## config.mk

```make
export PLATFORM = sky130hd
export DESIGN_NAME = overcurrent_retry_lockout
export DESIGN_NICKNAME = d
export VERILOG_FILES = /design/src/rtl/orl_pkg.sv /design/src/rtl/orl_cfg_regs.sv /design/src/rtl/orl_step.sv /design/src/rtl/overcurrent_retry_lockout.sv
export VERILOG_INCLUDE_DIRS = /design/src /design/src/rtl
export SDC_FILE = /design/constraint.sdc
export NUM_CORES = 1
export LEC_CHECK = 0
export BUFFER_PORTS_ARGS = -buffer_cell sky130_fd_sc_hd__buf_2
export CORE_AREA = 4 4 111 113
export DETAILED_ROUTE_END_ITERATION = 7
export DIE_AREA = 0 0 115 117
export GPL_ROUTABILITY_DRIVEN = 0
export GPL_TIMING_DRIVEN = 0
export PLACE_DENSITY = 0.68
export SLEW_MARGIN = 20
export SYNTH_ARGS = -nofsm -noshare
export SYNTH_HDL_FRONTEND = slang
export SYNTH_SLANG_ARGS = --single-unit
export TNS_END_PERCENT = 100
```

## constraint.sdc

```tcl
create_clock -name aclk -period 3.6 [get_ports aclk]
set_input_delay 0.54 -clock aclk [delete_from_list [all_inputs] [get_ports aclk]]
set_output_delay 0.54 -clock aclk [all_outputs]
set_load 0.02 [all_outputs]
```

## src/rtl/overcurrent_retry_lockout_macros.svh

```systemverilog
// Assertion macros used by the overcurrent retry lockout top level
`ifndef OVERCURRENT_RETRY_LOCKOUT_MACROS_SVH
`define OVERCURRENT_RETRY_LOCKOUT_MACROS_SVH

// Same-cycle implication, checked out of reset
`define ORL_ASSERT_NOW(label, clk, rstn, ante, cons, msg) \
    label: assert property (@(posedge clk) disable iff (!(rstn)) (ante) |-> (cons)) \
        else $error(msg);

// Next-cycle implication, checked out of reset
`define ORL_ASSERT_NEXT(label, clk, rstn, ante, cons, msg) \
    label: assert property (@(posedge clk) disable iff (!(rstn)) (ante) |=> (cons)) \
        else $error(msg);

`endif

```

## src/rtl/orl_pkg.sv

```systemverilog
// Types, codes and reset constants for the overcurrent retry lockout block
package orl_pkg;

    localparam int TIMER_WIDTH_DEF = 16;
    localparam int CFG_DATA_W      = 16;
    localparam int CFG_IDX_W       = 2;
    localparam int ERR_W           = 4;

    localparam logic [CFG_IDX_W-1:0] CFG_CURRENT_LIMIT = 2'd0;
    localparam logic [CFG_IDX_W-1:0] CFG_MAX_ERRORS    = 2'd1;
    localparam logic [CFG_IDX_W-1:0] CFG_OFF_WAIT      = 2'd2;
    localparam logic [CFG_IDX_W-1:0] CFG_STARTUP_WAIT  = 2'd3;

    localparam logic signed [15:0] RST_CURRENT_LIMIT = 16'sd250;
    localparam logic [ERR_W-1:0]   RST_MAX_ERRORS    = 4'd3;
    localparam logic [15:0]        RST_OFF_WAIT      = 16'd700;
    localparam logic [15:0]        RST_STARTUP_WAIT  = 16'd300;

    localparam logic [ERR_W-1:0]   ERR_MAX           = 4'd15;

    typedef enum logic [1:0] {
        PH_STARTUP = 2'd0,
        PH_RUN     = 2'd1,
        PH_OFF     = 2'd2,
        PH_LOCK    = 2'd3
    } phase_t;

    typedef struct packed {
        logic               operation;
        logic signed [15:0] current_sample;
    } in_word_t;

    typedef struct packed {
        logic             motor_on;
        logic             locked_out;
        logic             trip_now;
        logic [ERR_W-1:0] error_count;
        logic [1:0]       phase_code;
    } out_word_t;

    typedef struct packed {
        logic signed [15:0] current_limit;
        logic [ERR_W-1:0]   max_consecutive_errors;
        logic [15:0]        off_wait_ticks;
        logic [15:0]        startup_wait_ticks;
    } cfg_t;

endpackage

```

## src/rtl/orl_cfg_regs.sv

```systemverilog
// Configuration register bank of the overcurrent retry lockout block
module orl_cfg_regs (
    input  logic                            aclk,
    input  logic                            aresetn,
    input  logic                            cfg_we,
    input  logic [orl_pkg::CFG_IDX_W-1:0]   cfg_index,
    input  logic [orl_pkg::CFG_DATA_W-1:0]  cfg_wdata,
    output orl_pkg::cfg_t                   cfg
);
    import orl_pkg::*;

    cfg_t cfg_reg;

    always_ff @(posedge aclk) begin
        if (!aresetn) begin
            cfg_reg.current_limit          <= RST_CURRENT_LIMIT;
            cfg_reg.max_consecutive_errors <= RST_MAX_ERRORS;
            cfg_reg.off_wait_ticks         <= RST_OFF_WAIT;
            cfg_reg.startup_wait_ticks     <= RST_STARTUP_WAIT;
        end else if (cfg_we) begin
            unique case (cfg_index)
                CFG_CURRENT_LIMIT: cfg_reg.current_limit <= $signed(cfg_wdata);
                CFG_MAX_ERRORS:    cfg_reg.max_consecutive_errors <= cfg_wdata[ERR_W-1:0];
                CFG_OFF_WAIT:      cfg_reg.off_wait_ticks <= cfg_wdata;
                CFG_STARTUP_WAIT:  cfg_reg.startup_wait_ticks <= cfg_wdata;
                default: ;
            endcase
        end
    end

    assign cfg = cfg_reg;

endmodule

```

## src/rtl/orl_step.sv

```systemverilog
// Next-state and result logic for one tick or current sample
module orl_step #(
    parameter int TIMER_WIDTH = orl_pkg::TIMER_WIDTH_DEF
) (
    input  orl_pkg::in_word_t               item,
    input  orl_pkg::cfg_t                   cfg,
    input  orl_pkg::phase_t                 phase,
    input  logic [TIMER_WIDTH-1:0]          wait_cnt,
    input  logic [orl_pkg::ERR_W-1:0]       err_cnt,
    output orl_pkg::phase_t                 phase_next,
    output logic [TIMER_WIDTH-1:0]          wait_cnt_next,
    output logic [orl_pkg::ERR_W-1:0]       err_cnt_next,
    output orl_pkg::out_word_t              result
);
    import orl_pkg::*;

    localparam int CMP_W = (TIMER_WIDTH > 16) ? TIMER_WIDTH : 16;
    localparam logic [TIMER_WIDTH-1:0] TMAX = '1;

    logic [TIMER_WIDTH-1:0] cnt_inc;
    logic [15:0]            wait_len;
    logic                   wait_done;
    logic [ERR_W-1:0]       err_inc;
    logic                   over;
    logic                   trip;

    // Saturating wait timer against the active phase's length
    assign cnt_inc   = (wait_cnt == TMAX) ? wait_cnt : wait_cnt + 1'b1;
    assign wait_len  = (phase == PH_OFF) ? cfg.off_wait_ticks : cfg.startup_wait_ticks;
    assign wait_done = (CMP_W'(cnt_inc) >= CMP_W'(wait_len)) || (cnt_inc == TMAX);

    assign err_inc = (err_cnt == ERR_MAX) ? err_cnt : err_cnt + 1'b1;
    assign over    = $signed(item.current_sample) > $signed(cfg.current_limit);
    assign trip    = item.operation && (phase == PH_RUN) && over;

    // Next state
    always_comb begin
        phase_next    = phase;
        wait_cnt_next = wait_cnt;
        err_cnt_next  = err_cnt;
        unique case (phase)
            PH_STARTUP, PH_OFF: begin
                if (!item.operation) begin
                    if (wait_done) begin
                        wait_cnt_next = '0;
                        phase_next    = (phase == PH_OFF) ? PH_STARTUP : PH_RUN;
                    end else begin
                        wait_cnt_next = cnt_inc;
                    end
                end
            end
            PH_RUN: begin
                if (item.operation) begin
                    if (over) begin
                        err_cnt_next  = err_inc;
                        wait_cnt_next = '0;
                        phase_next    = (err_inc >= cfg.max_consecutive_errors)
                                        ? PH_LOCK : PH_OFF;
                    end else begin
                        err_cnt_next = '0;
                    end
                end
            end
            PH_LOCK: ;
            default: ;
        endcase
    end

    // Result word
    always_comb begin
        result.motor_on    = (phase_next == PH_STARTUP) || (phase_next == PH_RUN);
        result.locked_out  = (phase_next == PH_LOCK);
        result.trip_now    = trip;
        result.error_count = err_cnt_next;
        result.phase_code  = phase_next;
    end

endmodule

```

## src/rtl/overcurrent_retry_lockout.sv

```systemverilog
// Top level of the overcurrent retry lockout (hiccup) protection block
//
// Input words on s_* carry either a one-millisecond tick (operation 0) or a
// current sample (operation 1). Every accepted word yields exactly one result
// word on m_* with the drive enable, lockout flag, trip flag, consecutive
// error count and phase code after that word.
// Datapath: input register, one pass of compare/counter logic, result
// register. A word moves from the input register into the result register,
// raising m_valid, once that slot is empty or draining. Throughput is one
// word per cycle with m_ready high, set by the single state update per word.
// s_ready stays high while the result register can drain or is empty, so a
// stalled receiver fills the result register, then the input register, and
// only then drops s_ready; no word is lost or repeated.
// Reset (aresetn low, synchronous) turns the drive on in the startup wait,
// clears the timer and error count, empties both registers and restores the
// configuration defaults (limit 250, 3 errors, 700 off ticks, 300 startup).
// Configuration must be written through cfg_we/cfg_index/cfg_wdata only while idle; the block does not enforce it.
module overcurrent_retry_lockout #(
    parameter int TIMER_WIDTH = orl_pkg::TIMER_WIDTH_DEF
) (
    input  logic                            aclk,
    input  logic                            aresetn,
    input  logic                            s_valid,
    output logic                            s_ready,
    input  orl_pkg::in_word_t               s_data,
    output logic                            m_valid,
    input  logic                            m_ready,
    output orl_pkg::out_word_t              m_data,
    input  logic                            cfg_we,
    input  logic [orl_pkg::CFG_IDX_W-1:0]   cfg_index,
    input  logic [orl_pkg::CFG_DATA_W-1:0]  cfg_wdata
);
    import orl_pkg::*;
    `include "overcurrent_retry_lockout_macros.svh"

    cfg_t                   cfg;
    in_word_t               in_data_reg;
    logic                   in_valid_reg;
    out_word_t              out_data_reg;
    logic                   out_valid_reg;
    phase_t                 phase_reg;
    phase_t                 phase_next;
    logic [TIMER_WIDTH-1:0] wait_cnt_reg;
    logic [TIMER_WIDTH-1:0] wait_cnt_next;
    logic [ERR_W-1:0]       err_cnt_reg;
    logic [ERR_W-1:0]       err_cnt_next;
    out_word_t              result;
    logic                   advance;
    logic                   s_accept;

    orl_cfg_regs u_cfg (
        .aclk      (aclk),
        .aresetn   (aresetn),
        .cfg_we    (cfg_we),
        .cfg_index (cfg_index),
        .cfg_wdata (cfg_wdata),
        .cfg       (cfg)
    );

    orl_step #(
        .TIMER_WIDTH (TIMER_WIDTH)
    ) u_step (
        .item          (in_data_reg),
        .cfg           (cfg),
        .phase         (phase_reg),
        .wait_cnt      (wait_cnt_reg),
        .err_cnt       (err_cnt_reg),
        .phase_next    (phase_next),
        .wait_cnt_next (wait_cnt_next),
        .err_cnt_next  (err_cnt_next),
        .result        (result)
    );

    // Move the held word into the result register when that slot frees up
    assign advance  = in_valid_reg && (!out_valid_reg || m_ready);
    assign s_ready  = !in_valid_reg || advance;
    assign s_accept = s_valid && s_ready;

    always_ff @(posedge aclk) begin
        if (!aresetn) begin
            in_valid_reg  <= 1'b0;
            out_valid_reg <= 1'b0;
            phase_reg     <= PH_STARTUP;
            wait_cnt_reg  <= '0;
            err_cnt_reg   <= '0;
        end else begin
            if (s_accept) begin
                in_valid_reg <= 1'b1;
            end else if (advance) begin
                in_valid_reg <= 1'b0;
            end
            if (advance) begin
                out_valid_reg <= 1'b1;
                phase_reg     <= phase_next;
                wait_cnt_reg  <= wait_cnt_next;
                err_cnt_reg   <= err_cnt_next;
            end else if (m_ready) begin
                out_valid_reg <= 1'b0;
            end
        end
    end

    always_ff @(posedge aclk) begin
        if (s_accept) begin
            in_data_reg <= s_data;
        end
        if (advance) begin
            out_data_reg <= result;
        end
    end

    assign m_valid = out_valid_reg;
    assign m_data  = out_data_reg;

    `ORL_ASSERT_NOW(a_lock_drive_off, aclk, aresetn, m_valid && m_data.locked_out, !m_data.motor_on, "drive on while locked out")
    `ORL_ASSERT_NOW(a_trip_counts, aclk, aresetn, m_valid && m_data.trip_now, m_data.error_count != '0, "trip without error count")
    `ORL_ASSERT_NEXT(a_lock_sticky, aclk, aresetn, phase_reg == PH_LOCK, phase_reg == PH_LOCK, "left lockout without reset")
    `ORL_ASSERT_NOW(a_full_stall, aclk, aresetn, in_valid_reg && out_valid_reg && !m_ready, !s_ready, "word accepted with both registers full")

endmodule
```

==> flow_summary.yaml <==
critical_path:
  arrival_ns: 3.84
  critical_path.startpoint: "wait_cnt_reg[1]"
  cp-end-kind: "flop"
  crit_type: "flop to flop"
  timing.critical_path.required_ns: 3.84
  setup.reg_to_reg.worst_slack_ns: -0.003
  cp_max_fo: 10
  timing.critical_path.from_type: "flop"
  reg2reg_from: "wait_cnt_reg[1]"
placed_design:
  pre_cts_ws_ns: -0.564
  portBuffers: 49
  hpwlAfterDp_mm: 9.72
floorplanning:
  fp_rows: 39
  core_sq_um: 11300
  floorplan.die.height_um: 117
  initial_utilization_pct: 47.3
  io_pins: 51
  die_area_sq_um: 13500
  die_w_um: 115
sta:
  part_of_the_cycle_the_worst_path_needs_pct: 100
  fin_worst_hold_slack_ns: 0.364
  timing_hold_violations_final: 0
  worst_clock_skew_ns: 0.00486
  max_clock_freq_ghz: 0.278
  grt_setup_unrepaired: "true"
  final-setup-viol-count: 1
  setup_ws_ns: -0.00297
  totalNegativeSetupSlack_ns: -0.00297
  slew_viol_final: 0
  timing_worst_slew_pin_value_ns: 0.715
  slew_headroom_pct: 52.3
  layout_min_cycle_time_ns: 3.60
yosys:
  syn-cell-area_sq_um: 5350
  synth_area_per_cell_sq_um: 8.86
  postSynthRegisterBits: 102
  synth_seq_area_share_pct: 43.0
  synthesis.nets: 682
  yosys.cell_types.count: 62
  ys_warn_count: 0
  synth_cells: 604
  asyncSetResetFlopFracSynth_pct: 0
  synth-edff-count: 26
  synth_ff_type: "sky130_fd_sc_hd__dfxtp_1"
routing:
  drt_iter0_markers: 333
  route.detailed.wl_per_inst_um: 16.6
  detail-route-antenna-nets: 0
  count_of_vias_placed_by_the_detailed_router: 4791
  detail_route.vias_per_cell: 5.64
  drt_wl_total_mm: 14.1
  route.detailed.drc: 0
  drt_pre_antenna_iters: 5
clock_network:
  cell_at_the_root_of_the_clock_tree: "sky130_fd_sc_hd__clkbuf_16"
  clkLatencyLatePin_ns: 0.35
  cts.sinks: 102
  path_clk_slew_ns: 0.07
  clockBufferDepth: 2
  cts_tree: "done"
  ctsHtreeMaxLevel: 3
  cts_made_buffers: 9
  postCtsHoldBufs: 0
flow_run:
  max-cap-violations: 0
global_route:
  largest_net_degree_at_the_start_of_global_routing: 18
  global_route.usage.total_pct: 21.5
  antenna_violations_before_repair: 0
  grt_pass1_vias: 4628
  gr-total-overflow: 0
  grt_first_pass_wirelength_mm: 22.6
final_layout:
  num_antenna_cells: 0
  final_nets: 780
  area_delta_synth_final_pct: 25.8
  drive_above_1_share_pct: 24.8
  largest_register_ff_count: 52
run_status:
  outcome: "finished with violations"
  violations_in_the_final_reports: "negative setup slack"
pwr:
  static-leakage-power_nw: 2.93
  power-per-cell-area_nw_per_um2: 352
  worst_ir_drop_vdd_mv: 0.301
  final_total_power_mw: 2.37
worst_hold_path:
  worst_hold_path_type: "input port to flop"
  min-delay-start: "s_data[5]"
==> path summary, 6_finish.rpt <==
path	cells after the start	to
hold reg to reg	2	u_cfg.cfg[7]
setup / recovery	15	wait_cnt_reg[13]
hold / removal	1	in_data_reg[5]
setup reg to reg	15	wait_cnt_reg[13]
==> through the flow <==
stage                     std cells  instance area [sq um]  utilization (%)
after floorplan                 604                   5360                -
after global placement          796                   5790             51.1
after CTS                       845                   6550             57.9
final                           850                   6740             59.5
after global routing            850                   6740             59.5
after detailed placement        796                   5790             51.1
==> critical path, cell delays in order (launching register included) <==
cell and delay (ns):
sky130_fd_sc_hd__dfxtp_4 0.37, sky130_fd_sc_hd__ha_4 0.13, sky130_fd_sc_hd__buf_6 0.11, sky130_fd_sc_hd__nand3_4 0.14, sky130_fd_sc_hd__or3_4 0.44, sky130_fd_sc_hd__nand4b_1 0.15
sky130_fd_sc_hd__nand2_1 0.07, sky130_fd_sc_hd__ha_1 0.29, sky130_fd_sc_hd__nand2_1 0.05, sky130_fd_sc_hd__or3_4 0.38, sky130_fd_sc_hd__or3_1 0.37, sky130_fd_sc_hd__o32a_1 0.31
sky130_fd_sc_hd__nand3b_1 0.18, sky130_fd_sc_hd__nor4_4 0.09, sky130_fd_sc_hd__buf_6 0.18, sky130_fd_sc_hd__a22o_1 0.22
==> layer usage <==
layer | global-route usage, % | up-vias | share of wire [%]
li1 | - | 2357 | -
met1 | 26.8 | 2244 | 43
met2 | 36.7 | 163 | 49
met3 | 4.32 | 27 | 5.0
met4 | 8.53 | 0 | 2.4
met5 | 0 | - | 0
==> Yosys cell counts, types with 4 or more instances <==
cell type	count	area share, %
sky130_fd_sc_hd__inv_1	27	1.9
sky130_fd_sc_hd__buf_2	9	0.84
sky130_fd_sc_hd__and3_1	4	0.47
sky130_fd_sc_hd__o211ai_1	10	1.4
sky130_fd_sc_hd__nand2_1	126	8.8
sky130_fd_sc_hd__nor3_1	8	0.75
sky130_fd_sc_hd__o21ai_0	9	0.84
sky130_fd_sc_hd__nor2_1	31	2.2
sky130_fd_sc_hd__nand2b_1	6	0.70
sky130_fd_sc_hd__a22o_1	16	2.6
sky130_fd_sc_hd__edfxtp_1	26	15
sky130_fd_sc_hd__xnor2_1	5	0.82
sky130_fd_sc_hd__clkbuf_1	23	1.6
sky130_fd_sc_hd__ha_1	38	8.9
sky130_fd_sc_hd__nand3_1	25	2.3
sky130_fd_sc_hd__mux2_2	4	0.84
sky130_fd_sc_hd__a21o_1	9	1.3
sky130_fd_sc_hd__a21oi_1	55	5.1
sky130_fd_sc_hd__nand4_1	9	1.1
sky130_fd_sc_hd__mux2i_1	18	3.4
sky130_fd_sc_hd__o21a_1	5	0.70
sky130_fd_sc_hd__dfxtp_1	76	28
sky130_fd_sc_hd__or3_1	4	0.47
==> cell usage in the layout (no fill, tap or decap), types with 4 or more instances in the layout <==
cell / count
sky130_fd_sc_hd__a21o_1: 9
sky130_fd_sc_hd__a21oi_1: 50
sky130_fd_sc_hd__a21oi_2: 5
sky130_fd_sc_hd__a22o_1: 16
sky130_fd_sc_hd__buf_2: 51
sky130_fd_sc_hd__buf_4: 35
sky130_fd_sc_hd__buf_6: 10
sky130_fd_sc_hd__clkbuf_1: 22
sky130_fd_sc_hd__clkbuf_16: 9
sky130_fd_sc_hd__dfxtp_1: 65
sky130_fd_sc_hd__dfxtp_2: 7
sky130_fd_sc_hd__dfxtp_4: 4
sky130_fd_sc_hd__edfxtp_1: 26
sky130_fd_sc_hd__ha_1: 34
sky130_fd_sc_hd__ha_4: 4
sky130_fd_sc_hd__inv_1: 27
sky130_fd_sc_hd__mux2i_1: 17
sky130_fd_sc_hd__nand2_1: 121
sky130_fd_sc_hd__nand2b_1: 6
sky130_fd_sc_hd__nand3_1: 24
sky130_fd_sc_hd__nand4_1: 9
sky130_fd_sc_hd__nor2_1: 28
sky130_fd_sc_hd__nor3_1: 4
sky130_fd_sc_hd__nor4_4: 4
sky130_fd_sc_hd__o211ai_1: 10
sky130_fd_sc_hd__o21a_1: 5
sky130_fd_sc_hd__o21ai_0: 9
==> layout make-up <==
class | instances | area, sq um
timing repair buffer | 90 | 576
clock buffer | 15 | 258
inverter | 27 | 101
buffer | 29 | 181
clock inverter | 1 | 7.51
tap | 143 | 179
fill | 974 | 4590
sequential | 102 | 2330
multi-input combinational | 443 | 3110
==> power by group <==
group	internal (mW)	leakage (nW)	switching, mW	total [mW]
Combinational	0.0969	1.93	0.143	0.240
Clock	0.490	0.124	0.403	0.892
Sequential	1.22	0.875	0.0213	1.24
==> logic make-up after synthesis <==
group / after synthesis / synth area share (%)
AO/OA/AOI/OAI: 133 / 16.7
XOR/XNOR: 6 / 0.982
adder cells (fa/ha/maj): 38 / 8.88
buffers and inverters: 59 / 4.35
flip-flops: 102 / 43.0
multiplexers: 22 / 4.21
AND/OR/NAND/NOR: 244 / 21.9
==> timing repair <==
item                                    in CTS  in global routing
buffers inserted                            32                 13
pin swaps                                   15                 40
cloned                                       1                  0
gates resized for setup                     61                 39
endpoints found under the setup margin      21                 21
Note: power is estimated with default switching activity, not from simulation.
